<file path="src/design/dnapk_pkg.sv">
// ----------------------------------------------------------------------------
// dnapk_pkg
// Shared types, register indexes and base-letter encodings for the read
// prefix key and suffix packing block.
// ----------------------------------------------------------------------------
`default_nettype none

package dnapk_pkg;

  // Field widths
  localparam int LETTER_W   = 5;
  localparam int PLEN_W     = 5;
  localparam int CLEN_W     = 16;
  localparam int VALUE_W    = 64;
  localparam int NCNT_W     = 5;
  localparam int CFG_IDX_W  = 2;
  localparam int CFG_DATA_W = 16;

  // Defaults and limits
  localparam int unsigned MAX_READ_LENGTH_DEF = 65535;
  localparam int          BASES_PER_WORD      = 16;
  localparam int          NIBBLE_W            = 4;
  localparam int          MAX_KEY_BASES       = 27;
  localparam int          PLEN_RESET          = 8;

  // Output queue
  localparam int QDEPTH = 4;
  localparam int QPTR_W = 2;
  localparam int QCNT_W = 3;

  // Register indexes
  localparam logic [CFG_IDX_W-1:0] CFG_PREFIX_LENGTH    = 2'd0;
  localparam logic [CFG_IDX_W-1:0] CFG_COMPARE_LIMIT_ON = 2'd1;
  localparam logic [CFG_IDX_W-1:0] CFG_COMPARE_LENGTH   = 2'd2;

  // Letter codes (alphabet index)
  localparam logic [LETTER_W-1:0] LETTER_A = 5'd0;
  localparam logic [LETTER_W-1:0] LETTER_C = 5'd2;
  localparam logic [LETTER_W-1:0] LETTER_G = 5'd6;
  localparam logic [LETTER_W-1:0] LETTER_T = 5'd19;

  // Result kinds
  localparam logic KIND_KEY  = 1'b0;
  localparam logic KIND_WORD = 1'b1;

  typedef struct packed {
    logic               kind;
    logic [VALUE_W-1:0] value;
    logic               last;
  } result_t;

  function automatic logic [2:0] key_digit(input logic [LETTER_W-1:0] letter);
    logic [2:0] d;
    case (letter)
      LETTER_A: d = 3'd0;
      LETTER_C: d = 3'd1;
      LETTER_G: d = 3'd2;
      LETTER_T: d = 3'd3;
      default:  d = 3'd4;
    endcase
    return d;
  endfunction

  function automatic logic [NIBBLE_W-1:0] one_hot_nibble(input logic [LETTER_W-1:0] letter);
    logic [NIBBLE_W-1:0] n;
    case (letter)
      LETTER_A: n = 4'b0001;
      LETTER_C: n = 4'b0010;
      LETTER_G: n = 4'b0100;
      LETTER_T: n = 4'b1000;
      default:  n = 4'b0000;
    endcase
    return n;
  endfunction

endpackage

`default_nettype wire

</file>
<file path="src/design/dna_read_prefix_key_and_pack.sv">
// ----------------------------------------------------------------------------
// dna_read_prefix_key_and_pack
// Folds the leading bases of a read into a base-5 key and packs the rest as
// one-hot nibbles, sixteen to a 64-bit word.
// ----------------------------------------------------------------------------
// Input channel: one base per transfer (letter_i, last_base_i), valid/ready.
// Output channel: one result per transfer (kind_o, value_o, last_of_read_o).
// A base produces zero, one or two results; they enter a four-entry output
// queue in the same cycle the base is taken and are shown from the next
// cycle on if no older result is still queued.
// Throughput is one base per cycle while in_ready_o is high, which holds
// while the queue has room for two results. With out_ready_i high, output
// drains one result per cycle and bases giving at most one result each
// never stall. When the receiver stalls, results collect in the queue and
// input stops once fewer than two slots are free; nothing is dropped.
// Reset clears the read state and the queue and loads prefix_length = 8,
// compare limit off, compare_length = 0. Register writes (cfg_we_i) take
// effect on the next base and are meant for idle periods.
// ----------------------------------------------------------------------------
`default_nettype none

module dna_read_prefix_key_and_pack
  import dnapk_pkg::*;
#(
  parameter int unsigned MAX_READ_LENGTH = MAX_READ_LENGTH_DEF
) (
  input  wire logic                  clk_i,
  input  wire logic                  rst_ni,
  // configuration
  input  wire logic                  cfg_we_i,
  input  wire logic [CFG_IDX_W-1:0]  cfg_idx_i,
  input  wire logic [CFG_DATA_W-1:0] cfg_data_i,
  // bases in
  input  wire logic                  in_valid_i,
  output logic                       in_ready_o,
  input  wire logic [LETTER_W-1:0]   letter_i,
  input  wire logic                  last_base_i,
  // results out
  output logic                       out_valid_o,
  input  wire logic                  out_ready_i,
  output logic                       kind_o,
  output logic [VALUE_W-1:0]         value_o,
  output logic                       last_of_read_o
);

  localparam int POS_W = $clog2(64'(MAX_READ_LENGTH) + 64'd1);
  localparam int CMP_W = ((POS_W > CLEN_W) ? POS_W : CLEN_W) + 1;
  localparam logic [POS_W-1:0] POS_MAX = POS_W'(MAX_READ_LENGTH);

  // Configuration registers
  logic [PLEN_W-1:0] plen_q;
  logic              limit_q;
  logic [CLEN_W-1:0] clen_q;

  always_ff @(posedge clk_i or negedge rst_ni) begin
    if (!rst_ni) begin
      plen_q  <= PLEN_W'(PLEN_RESET);
      limit_q <= 1'b0;
      clen_q  <= '0;
    end else if (cfg_we_i) begin
      case (cfg_idx_i)
        CFG_PREFIX_LENGTH:    plen_q  <= cfg_data_i[PLEN_W-1:0];
        CFG_COMPARE_LIMIT_ON: limit_q <= cfg_data_i[0];
        CFG_COMPARE_LENGTH:   clen_q  <= cfg_data_i[CLEN_W-1:0];
        default: ;
      endcase
    end
  end

  // Read state
  logic [POS_W-1:0]   pos_q, pos_d;
  logic [VALUE_W-1:0] key_q, key_d;
  logic [VALUE_W-1:0] word_q, word_d;
  logic [NCNT_W-1:0]  ncnt_q, ncnt_d;
  logic               fin_q, fin_d;

  // Output queue
  result_t           mem_q [QDEPTH];
  logic [QPTR_W-1:0] wr_ptr_q, rd_ptr_q;
  logic [QCNT_W-1:0] cnt_q, cnt_d;

  logic in_fire, out_fire;
  assign in_ready_o  = (cnt_q <= QCNT_W'(QDEPTH - 2));
  assign in_fire     = in_valid_i && in_ready_o;
  assign out_valid_o = (cnt_q != '0);
  assign out_fire    = out_valid_o && out_ready_i;

  // Per-base step
  logic [PLEN_W-1:0]   plen_eff;
  logic [CMP_W-1:0]    p_ext, p1_ext, plen_ext, clen_ext;
  logic [VALUE_W-1:0]  key_next, word_next;
  logic [NCNT_W-1:0]   ncnt_next;
  logic                key_emit, key_last;
  logic [VALUE_W-1:0]  key_val;
  logic                word_emit, word_end, fin_mid;
  result_t             e0, e1;
  logic [1:0]          n_push;

  always_comb begin
    plen_eff  = (plen_q > PLEN_W'(MAX_KEY_BASES)) ? PLEN_W'(MAX_KEY_BASES) : plen_q;
    p_ext     = CMP_W'(pos_q);
    p1_ext    = p_ext + CMP_W'(1);
    plen_ext  = CMP_W'(plen_eff);
    clen_ext  = CMP_W'(clen_q);
    key_next  = (key_q << 2) + key_q + VALUE_W'(key_digit(letter_i));
    word_next = {word_q[VALUE_W-NIBBLE_W-1:0], one_hot_nibble(letter_i)};
    ncnt_next = ncnt_q + NCNT_W'(1);

    key_emit  = 1'b0;
    key_last  = 1'b0;
    key_val   = key_next;
    word_emit = 1'b0;
    word_end  = 1'b0;
    fin_mid   = fin_q;
    key_d     = key_q;
    word_d    = word_q;
    ncnt_d    = ncnt_q;

    if (!fin_q) begin
      if (p_ext < plen_ext) begin
        key_d = key_next;
        if ((p1_ext == plen_ext) || last_base_i) begin
          key_emit = 1'b1;
          key_last = last_base_i || (limit_q && (clen_ext <= p1_ext));
          fin_mid  = key_last;
        end
      end else begin
        // zero-length prefix: empty key on the first base
        if ((plen_eff == '0) && (pos_q == '0)) begin
          key_emit = 1'b1;
          key_val  = '0;
          key_last = limit_q && (clen_q == '0);
          fin_mid  = key_last;
        end
        if (!fin_mid && !(limit_q && (p_ext >= clen_ext))) begin
          word_end = last_base_i || (limit_q && (p1_ext == clen_ext));
          if ((ncnt_q == NCNT_W'(BASES_PER_WORD - 1)) || word_end) begin
            word_emit = 1'b1;
            word_d    = '0;
            ncnt_d    = '0;
            fin_mid   = word_end;
          end else begin
            word_d = word_next;
            ncnt_d = ncnt_next;
          end
        end
      end
    end

    fin_d = fin_mid;
    pos_d = (pos_q != POS_MAX) ? pos_q + POS_W'(1) : pos_q;
    if (last_base_i) begin
      pos_d  = '0;
      key_d  = '0;
      word_d = '0;
      ncnt_d = '0;
      fin_d  = 1'b0;
    end

    e1 = '{kind: KIND_WORD, value: word_next, last: word_end};
    e0 = key_emit ? '{kind: KIND_KEY, value: key_val, last: key_last} : e1;
    n_push = {1'b0, key_emit} + {1'b0, word_emit};
  end

  always_ff @(posedge clk_i or negedge rst_ni) begin
    if (!rst_ni) begin
      pos_q  <= '0;
      key_q  <= '0;
      word_q <= '0;
      ncnt_q <= '0;
      fin_q  <= 1'b0;
    end else if (in_fire) begin
      pos_q  <= pos_d;
      key_q  <= key_d;
      word_q <= word_d;
      ncnt_q <= ncnt_d;
      fin_q  <= fin_d;
    end
  end

  // Queue storage, up to two writes per transfer
  always_ff @(posedge clk_i) begin
    if (in_fire && (n_push != 2'd0)) begin
      mem_q[wr_ptr_q] <= e0;
    end
    if (in_fire && (n_push == 2'd2)) begin
      mem_q[wr_ptr_q + QPTR_W'(1)] <= e1;
    end
  end

  always_comb begin
    cnt_d = cnt_q;
    if (in_fire) begin
      cnt_d = cnt_d + QCNT_W'(n_push);
    end
    if (out_fire) begin
      cnt_d = cnt_d - QCNT_W'(1);
    end
  end

  always_ff @(posedge clk_i or negedge rst_ni) begin
    if (!rst_ni) begin
      wr_ptr_q <= '0;
      rd_ptr_q <= '0;
      cnt_q    <= '0;
    end else begin
      if (in_fire) begin
        wr_ptr_q <= wr_ptr_q + QPTR_W'(n_push);
      end
      if (out_fire) begin
        rd_ptr_q <= rd_ptr_q + QPTR_W'(1);
      end
      cnt_q <= cnt_d;
    end
  end

  result_t head;
  assign head           = mem_q[rd_ptr_q];
  assign kind_o         = head.kind;
  assign value_o        = head.value;
  assign last_of_read_o = head.last;

  // Assertions
  a_qcnt_bound: assert property (@(posedge clk_i) disable iff (!rst_ni)
    cnt_q <= QCNT_W'(QDEPTH))
    else $error("output queue count out of range");

  a_ptr_track: assert property (@(posedge clk_i) disable iff (!rst_ni)
    (QPTR_W'(wr_ptr_q - rd_ptr_q) == cnt_q[QPTR_W-1:0]))
    else $error("queue pointers disagree with count");

  a_nibble_bound: assert property (@(posedge clk_i) disable iff (!rst_ni)
    ncnt_q < NCNT_W'(BASES_PER_WORD))
    else $error("partial word holds a full word of nibbles");

  a_read_clear: assert property (@(posedge clk_i) disable iff (!rst_ni)
    (in_fire && last_base_i) |=> (pos_q == '0) && !fin_q && (ncnt_q == '0))
    else $error("read state not cleared after last base");

  a_fin_result: assert property (@(posedge clk_i) disable iff (!rst_ni)
    (in_fire && !fin_q && fin_d && !last_base_i) |-> (n_push != 2'd0))
    else $error("read finished without a marked result");

endmodule

`default_nettype wire

</file>
<file path="config.mk">
export PLATFORM = sky130hd
export DESIGN_NAME = dna_read_prefix_key_and_pack
export DESIGN_NICKNAME = d
export VERILOG_FILES = /design/src/design/dnapk_pkg.sv /design/src/design/dna_read_prefix_key_and_pack.sv
export SDC_FILE = /design/constraint.sdc
export NUM_CORES = 1
export LEC_CHECK = 0
export ABC_AREA = 1
export BUFFER_PORTS_ARGS = -buffer_cell sky130_fd_sc_hd__buf_2
export CAP_MARGIN = 10
export CELL_PAD_IN_SITES_DETAIL_PLACEMENT = 1
export CELL_PAD_IN_SITES_GLOBAL_PLACEMENT = 1
export CORE_ASPECT_RATIO = 0.6
export CORE_MARGIN = 4
export CORE_UTILIZATION = 35
export DETAILED_ROUTE_END_ITERATION = 10
export PLACE_DENSITY_LB_ADDON = 0.1
export SYNTH_ARGS = -nofsm -noshare
export SYNTH_HDL_FRONTEND = slang
export SYNTH_SLANG_ARGS = --single-unit
export TNS_END_PERCENT = 50
</file>
<file path="constraint.sdc">
create_clock -name clk_i -period 5.4 [get_ports clk_i]
set_input_delay 1.08 -clock clk_i [delete_from_list [all_inputs] [get_ports clk_i]]
set_output_delay 1.08 -clock clk_i [all_outputs]
set_load 0.01 [all_outputs]
</file>
* Word level (Yosys, flattened, before mapping)
Memory sizes are Yosys's and may differ from the RTL's. Cells that the tools add are included.
Storage, ports and cells: bits of input ports 29, output and inout bits 68, register bits 175, memory bits (writable) 264, memories 1, logic and storage cells 122
Cells by class: multiplexer cells 50, equality and inequality tests 12, $add $sub $neg 11, order comparisons 5, reductions and logical operators 32
Memory list:
- mem_q | depth 4, width 66, read ports 1, clocked after Yosys merged registers in 0, wr ports 2, line dna_read_prefix_key_and_pack.sv:78 | result_t mem_q [QDEPTH];
Operator list (number):
- $mux 64 | 6
- $mux 60 | 5
- $mux 66 | 1
- $add 64x3->64 | 1
- $add 64x64->64 | 1
- $logic_not 16->1 | 2
- $mux 16 | 2
- $mux 5 | 6
- $mux 1 | 26
- $add 16x1->17 const B | 1
- $eq 17x16->1 | 1
- $eq 17x5->1 | 1
- $le 16x17->1 | 1
- $add 16x1->16 const B | 1
- $ge 16x16->1 | 1
- $lt 16x5->1 | 1
- $ne 16x16->1 const B | 1
- $pmux 4 s4 | 1
- $pmux 3 s4 | 1
- $logic_and 1x1->1 | 10
- $logic_not 5->1 | 2
- $reduce_and 2->1 | 4
- $reduce_bool 2->1 | 4
- $mux 3 | 2
- 21 further kinds | 28

* Logic depth before layout (Yosys ltp)
word-level depth 17, mapped depth 29, gate-level depth less buffers 28

* Least setup slack after synthesis
Ideal clock, no wire load.
path kind register -> register, start point register pos_q[1], end point memory mem_q[0][0] in the netlist's numbering (enable), buffers on the path 1, data required time 4.975 ns, stages on the path, launching flop included 24, clock period less this slack 4.867 ns, path slack 0.533 ns, library setup time 0.425 ns, arrival 4.442 ns, cell sequence dfrtp_1 > ha_1 > nand2_1 > nor2_4 > nand3_2 > o21ai_1 > nand2_1 > ha_1 > nand2_1 > inv_1 > nand3_1 > nor3_1 > nand4_1 > nand2_1 > nor2_2 > buf_4 > inv_1 > nand3_1 > inv_1 > ha_1 > nand2_1 > nor2_1 > inv_1 > nand2_1
RTL lines:
- start, declared | line dna_read_prefix_key_and_pack.sv:71 | logic [POS_W-1:0] pos_q, pos_d;
- start signal, assigned | line dna_read_prefix_key_and_pack.sv:173 | pos_q <= pos_d;
- end, declared | line dna_read_prefix_key_and_pack.sv:78

* Final worst setup path
start point register pos_q[2], end point register cnt_q[2]
On the way: longest elaborated chain between the ends 15
RTL lines:
- branches (longest 10 deep; another with $add 16x1->17)
- $add 1x1->2 * | line dna_read_prefix_key_and_pack.sv:162 | n_push = {1'b0, key_emit} + {1'b0, word_emit};
- $add 3x2->3 * | line dna_read_prefix_key_and_pack.sv:194 | cnt_d = cnt_d + QCNT_W'(n_push);
- $mux 3 * | line dna_read_prefix_key_and_pack.sv:193 | if (in_fire) begin
- $sub 3x1->3 | line dna_read_prefix_key_and_pack.sv:197 | cnt_d = cnt_d - QCNT_W'(1);
- $mux 3 * | line dna_read_prefix_key_and_pack.sv:196 | if (out_fire) begin
- named net cnt_d[2] | line dna_read_prefix_key_and_pack.sv:80 | logic [QCNT_W-1:0] cnt_q, cnt_d;
- end signal, assigned | line dna_read_prefix_key_and_pack.sv:213 | cnt_q <= cnt_d;
- end, declared | line dna_read_prefix_key_and_pack.sv:80
Mark *: on every way through the listed nets, which the timed path passes. The select of a mux whose other input is x is not followed. A chain may end at the register's enable or synchronous reset.

==> impl_metrics.py <==
metrics = {
    "status": {
        "status": "complete, no violations",
    },
    "floorplan": {
        "io_pins": 97,
        "dieArea_um2": 85350,
        "die_w_um": 374.5,
        "core_um2": 79680,
        "initial_utilization": 0.3540,
        "die_h_um": 227.9,
        "rows": 80,
    },
    "logic_synthesis": {
        "synth_xor_area_frac": 0.01521,
        "synth_top_family_by_area": "simple AND/OR/NAND/NOR gates",
        "synth_compound_area_frac": 0.1044,
        "avgSynthCellArea_um2": 7.425,
        "synth_mux_area_frac": 0.0003549,
        "synthDominantCellAreaShare": 0.2768,
        "synth_area_leaders": "edfxtp_1 28%, nand2_1 19%, dfrtp_1 15%, ha_1 7.6%, nand3_1 5.1%",
        "yosysTopAreaCell": "edfxtp_1",
        "synth_adder_area_share": 0.07798,
        "synth_seq_cells": 439,
        "yosys_warnings": 0,
        "synth_cell_type_count": 42,
        "synth_area_um2": 28210,
        "syn-num-nets": 4002,
        "yosys.area_share.simple": 0.3022,
        "synthCells": 3799,
        "yosysSeqAreaShare": 0.4349,
    },
    "timing": {
        "max_slew_margin": 0.2252,
        "fin_skew_ns": 0.02684,
        "rsz0062_at_grt": "no",
        "fin_setup_tns_ns": 0,
        "worst_pin_slew_ns": 1.162,
        "finalSetupViolCount": 0,
        "period_share": 0.9432,
        "slew_violations": 0,
        "maxClockFrequency_ghz": 0.1963,
        "period_minus_slack_ns": 5.093,
        "hold_viol_final": 0,
    },
    "clock_tree": {
        "cts_tree": "done",
        "cts_buffers": 47,
        "clk_pin_slew_ns": 0.06,
        "hold_buffers": 0,
        "postCtsSetupRepairBufs": 0,
        "cts.sinks": 439,
        "clock_path_buffers": 3,
        "post_cts_resized": 0,
        "htreeDepth": 2,
        "clock-root-buffer": "clkbuf_16",
        "clock_latency_ns": 0.62,
    },
    "placement": {
        "io_buffers": 96,
        "gp_congestion": 0.9363,
        "place.detailed.hpwl_mm": 83.31,
        "placed_area_um2": 30210,
    },
    "grt": {
        "grt_use_total": 0.2670,
        "grt_start_max_net_pins": 78,
        "antenna_found_initial": 3,
        "grt_pass1_vias": 26079,
        "grt-ovfl-total": 0,
        "grt_pass1_wl_mm": 175.2,
    },
    "worst_setup_path": {
        "crit_type": "reg2reg",
        "path_buf_inv": 5,
        "cp.required_ns": 5.91,
        "worstRegToRegCells": 26,
        "end_kind": "flip-flop",
        "path_max_fanout": 8,
        "crit_path_start_kind": "flip-flop",
        "critPathTopFamily": "simple AND/OR/NAND/NOR gates",
        "crit_path_max_incr_delay_ns": 0.54,
        "crit_cells": 26,
        "slowest_stage": "dfrtp_1",
        "worstPathArrival_ns": 5.60,
    },
    "cells_and_area": {
        "area_growth_pct": 12.51,
        "fillers": 9878,
        "nets": 4060,
        "seq_area_um2": 12270,
        "final_common_cell": "nand2_1",
        "multi_input_area_um2": 14190,
        "stdcell_area_um2": 31740,
        "post-route-util": 0.3983,
        "layout-drive-gt1-share": 0.07059,
        "mostFrequentLayoutCells": "1425 x nand2_1, 327 x nor2_1, 300 x inv_1, 290 x nand3_1, 260 x edfxtp_1",
    },
    "run": {
        "max_cap_viol_count": 0,
    },
    "route": {
        "antenna_left": 0,
        "drc": 0,
        "drt_iter0_drc": 2660,
        "dr.pass1.iters": 5,
        "vias": 26626,
        "via_per_inst": 5.364,
        "post_drt_wl_per_cell_um": 23.46,
        "routed_wl_mm": 116.5,
    },
    "power": {
        "peakVddDrop_uv": 283.5,
        "p_leak_nw": 15.21,
        "cellPowerDensity_nw_per_um2": 390.1,
    },
    "min_path": {
        "min_path_type": "in2async",
    },
}
-- kinds of logic after synthesis --
logic type      Yosys count
flops                   439
mux                       1
compound gates          537
xor+xnor                 49
simple gates           2124
buf+inv                 475
fa+ha+maj               174
-- registers in the layout (all words and copies together), names as in the netlist --
name	cells
clen_q	16
cnt_q	3
fin_q	1
key_q	64
limit_q	1
mem_q	264
ncnt_q	5
plen_q	5
pos_q	16
rd_ptr_q	2
word_q	60
wr_ptr_q	2
-- layout make-up --
| cell class | instances | area share |
|---|---|---|
| clock inverters | 22 | 0.005323 |
| inverters | 318 | 0.03769 |
| well taps | 1066 | 0.04203 |
| flip-flops and latches | 439 | 0.3867 |
| multi-input cells | 2885 | 0.4471 |
| diodes | 2 | 0.0001577 |
| clock buffers | 66 | 0.04226 |
| repair buffers | 166 | 0.03868 |
-- stage by stage --
| stage | worst slack, ns | power, mW | hold WS (ns) | cells |
|---|---|---|---|---|
| CTS | 0.3157 | 12.42 | 0.4858 | 4962 |
| global placement | 0.4366 | 9.019 | 0.4619 | 4874 |
| global route | 0.05517 | 13.03 | 0.5084 | 4962 |
| finish | 0.3068 | 12.38 | 0.4558 | 4964 |
| floorplan | 0.5332 | 6.924 | 0.4457 | 3799 |
| detailed placement | 0.3698 | 9.055 | 0.4682 | 4874 |
-- cell usage after synthesis, drive strengths merged --
| cell | number |
|---|---|
| nand4 | 33 |
| and2 | 1 |
| edfxtp | 260 |
| buf | 26 |
| o21bai | 14 |
| nand3 | 292 |
| o21a | 4 |
| xnor2 | 7 |
| dfrtp | 174 |
| a21o | 3 |
| a21boi | 5 |
| fa | 3 |
| a211oi | 1 |
| nand3b | 4 |
| dfxtp | 4 |
| or2 | 3 |
| nor4 | 4 |
| clkinv | 3 |
| a21oi | 116 |
| nor3 | 21 |
| clkbuf | 131 |
| o21ai | 270 |
| mux2i | 1 |
| nor2 | 333 |
| xor2 | 42 |
| o22ai | 100 |
| o311ai | 1 |
| o31ai | 23 |
| inv | 315 |
| ha | 171 |
| dfstp | 1 |
| nand2 | 1433 |
-- per-layer routing --
layer / wire, um / track usage / share of wire
met5: 0 / 0 / 0
met4: 1881 / 0.04495 / 0.016
met3: 8219 / 0.05056 / 0.071
met2: 44830 / 0.3607 / 0.38
met1: 61530 / 0.4368 / 0.53
-- path summary, 6_finish.rpt --
| kind | to | startpoint | slack (ns) |
|---|---|---|---|
| worst max-delay path | cnt_q[2] | pos_q[2] | 0.31 |
| worst min-delay path | plen_q[0] | rst_ni | 0.46 |
| worst max register to register | cnt_q[2] | pos_q[2] | 0.31 |
| worst min register to register | mem_q[1][65] | mem_q[1][65] | 0.49 |
| max in group asynchronous | key_q[60] | rst_ni | 3.84 |
| min in group clk_i | mem_q[1][65] | mem_q[1][65] | 0.49 |
-- power breakdown --
part / total (mW) / internal, mW / switching (mW)
logic: 4.70 / 1.21 / 3.49
registers: 4.33 / 3.94 / 0.389
clock network: 3.35 / 1.83 / 1.52
(Power assumes the default switching activity.)
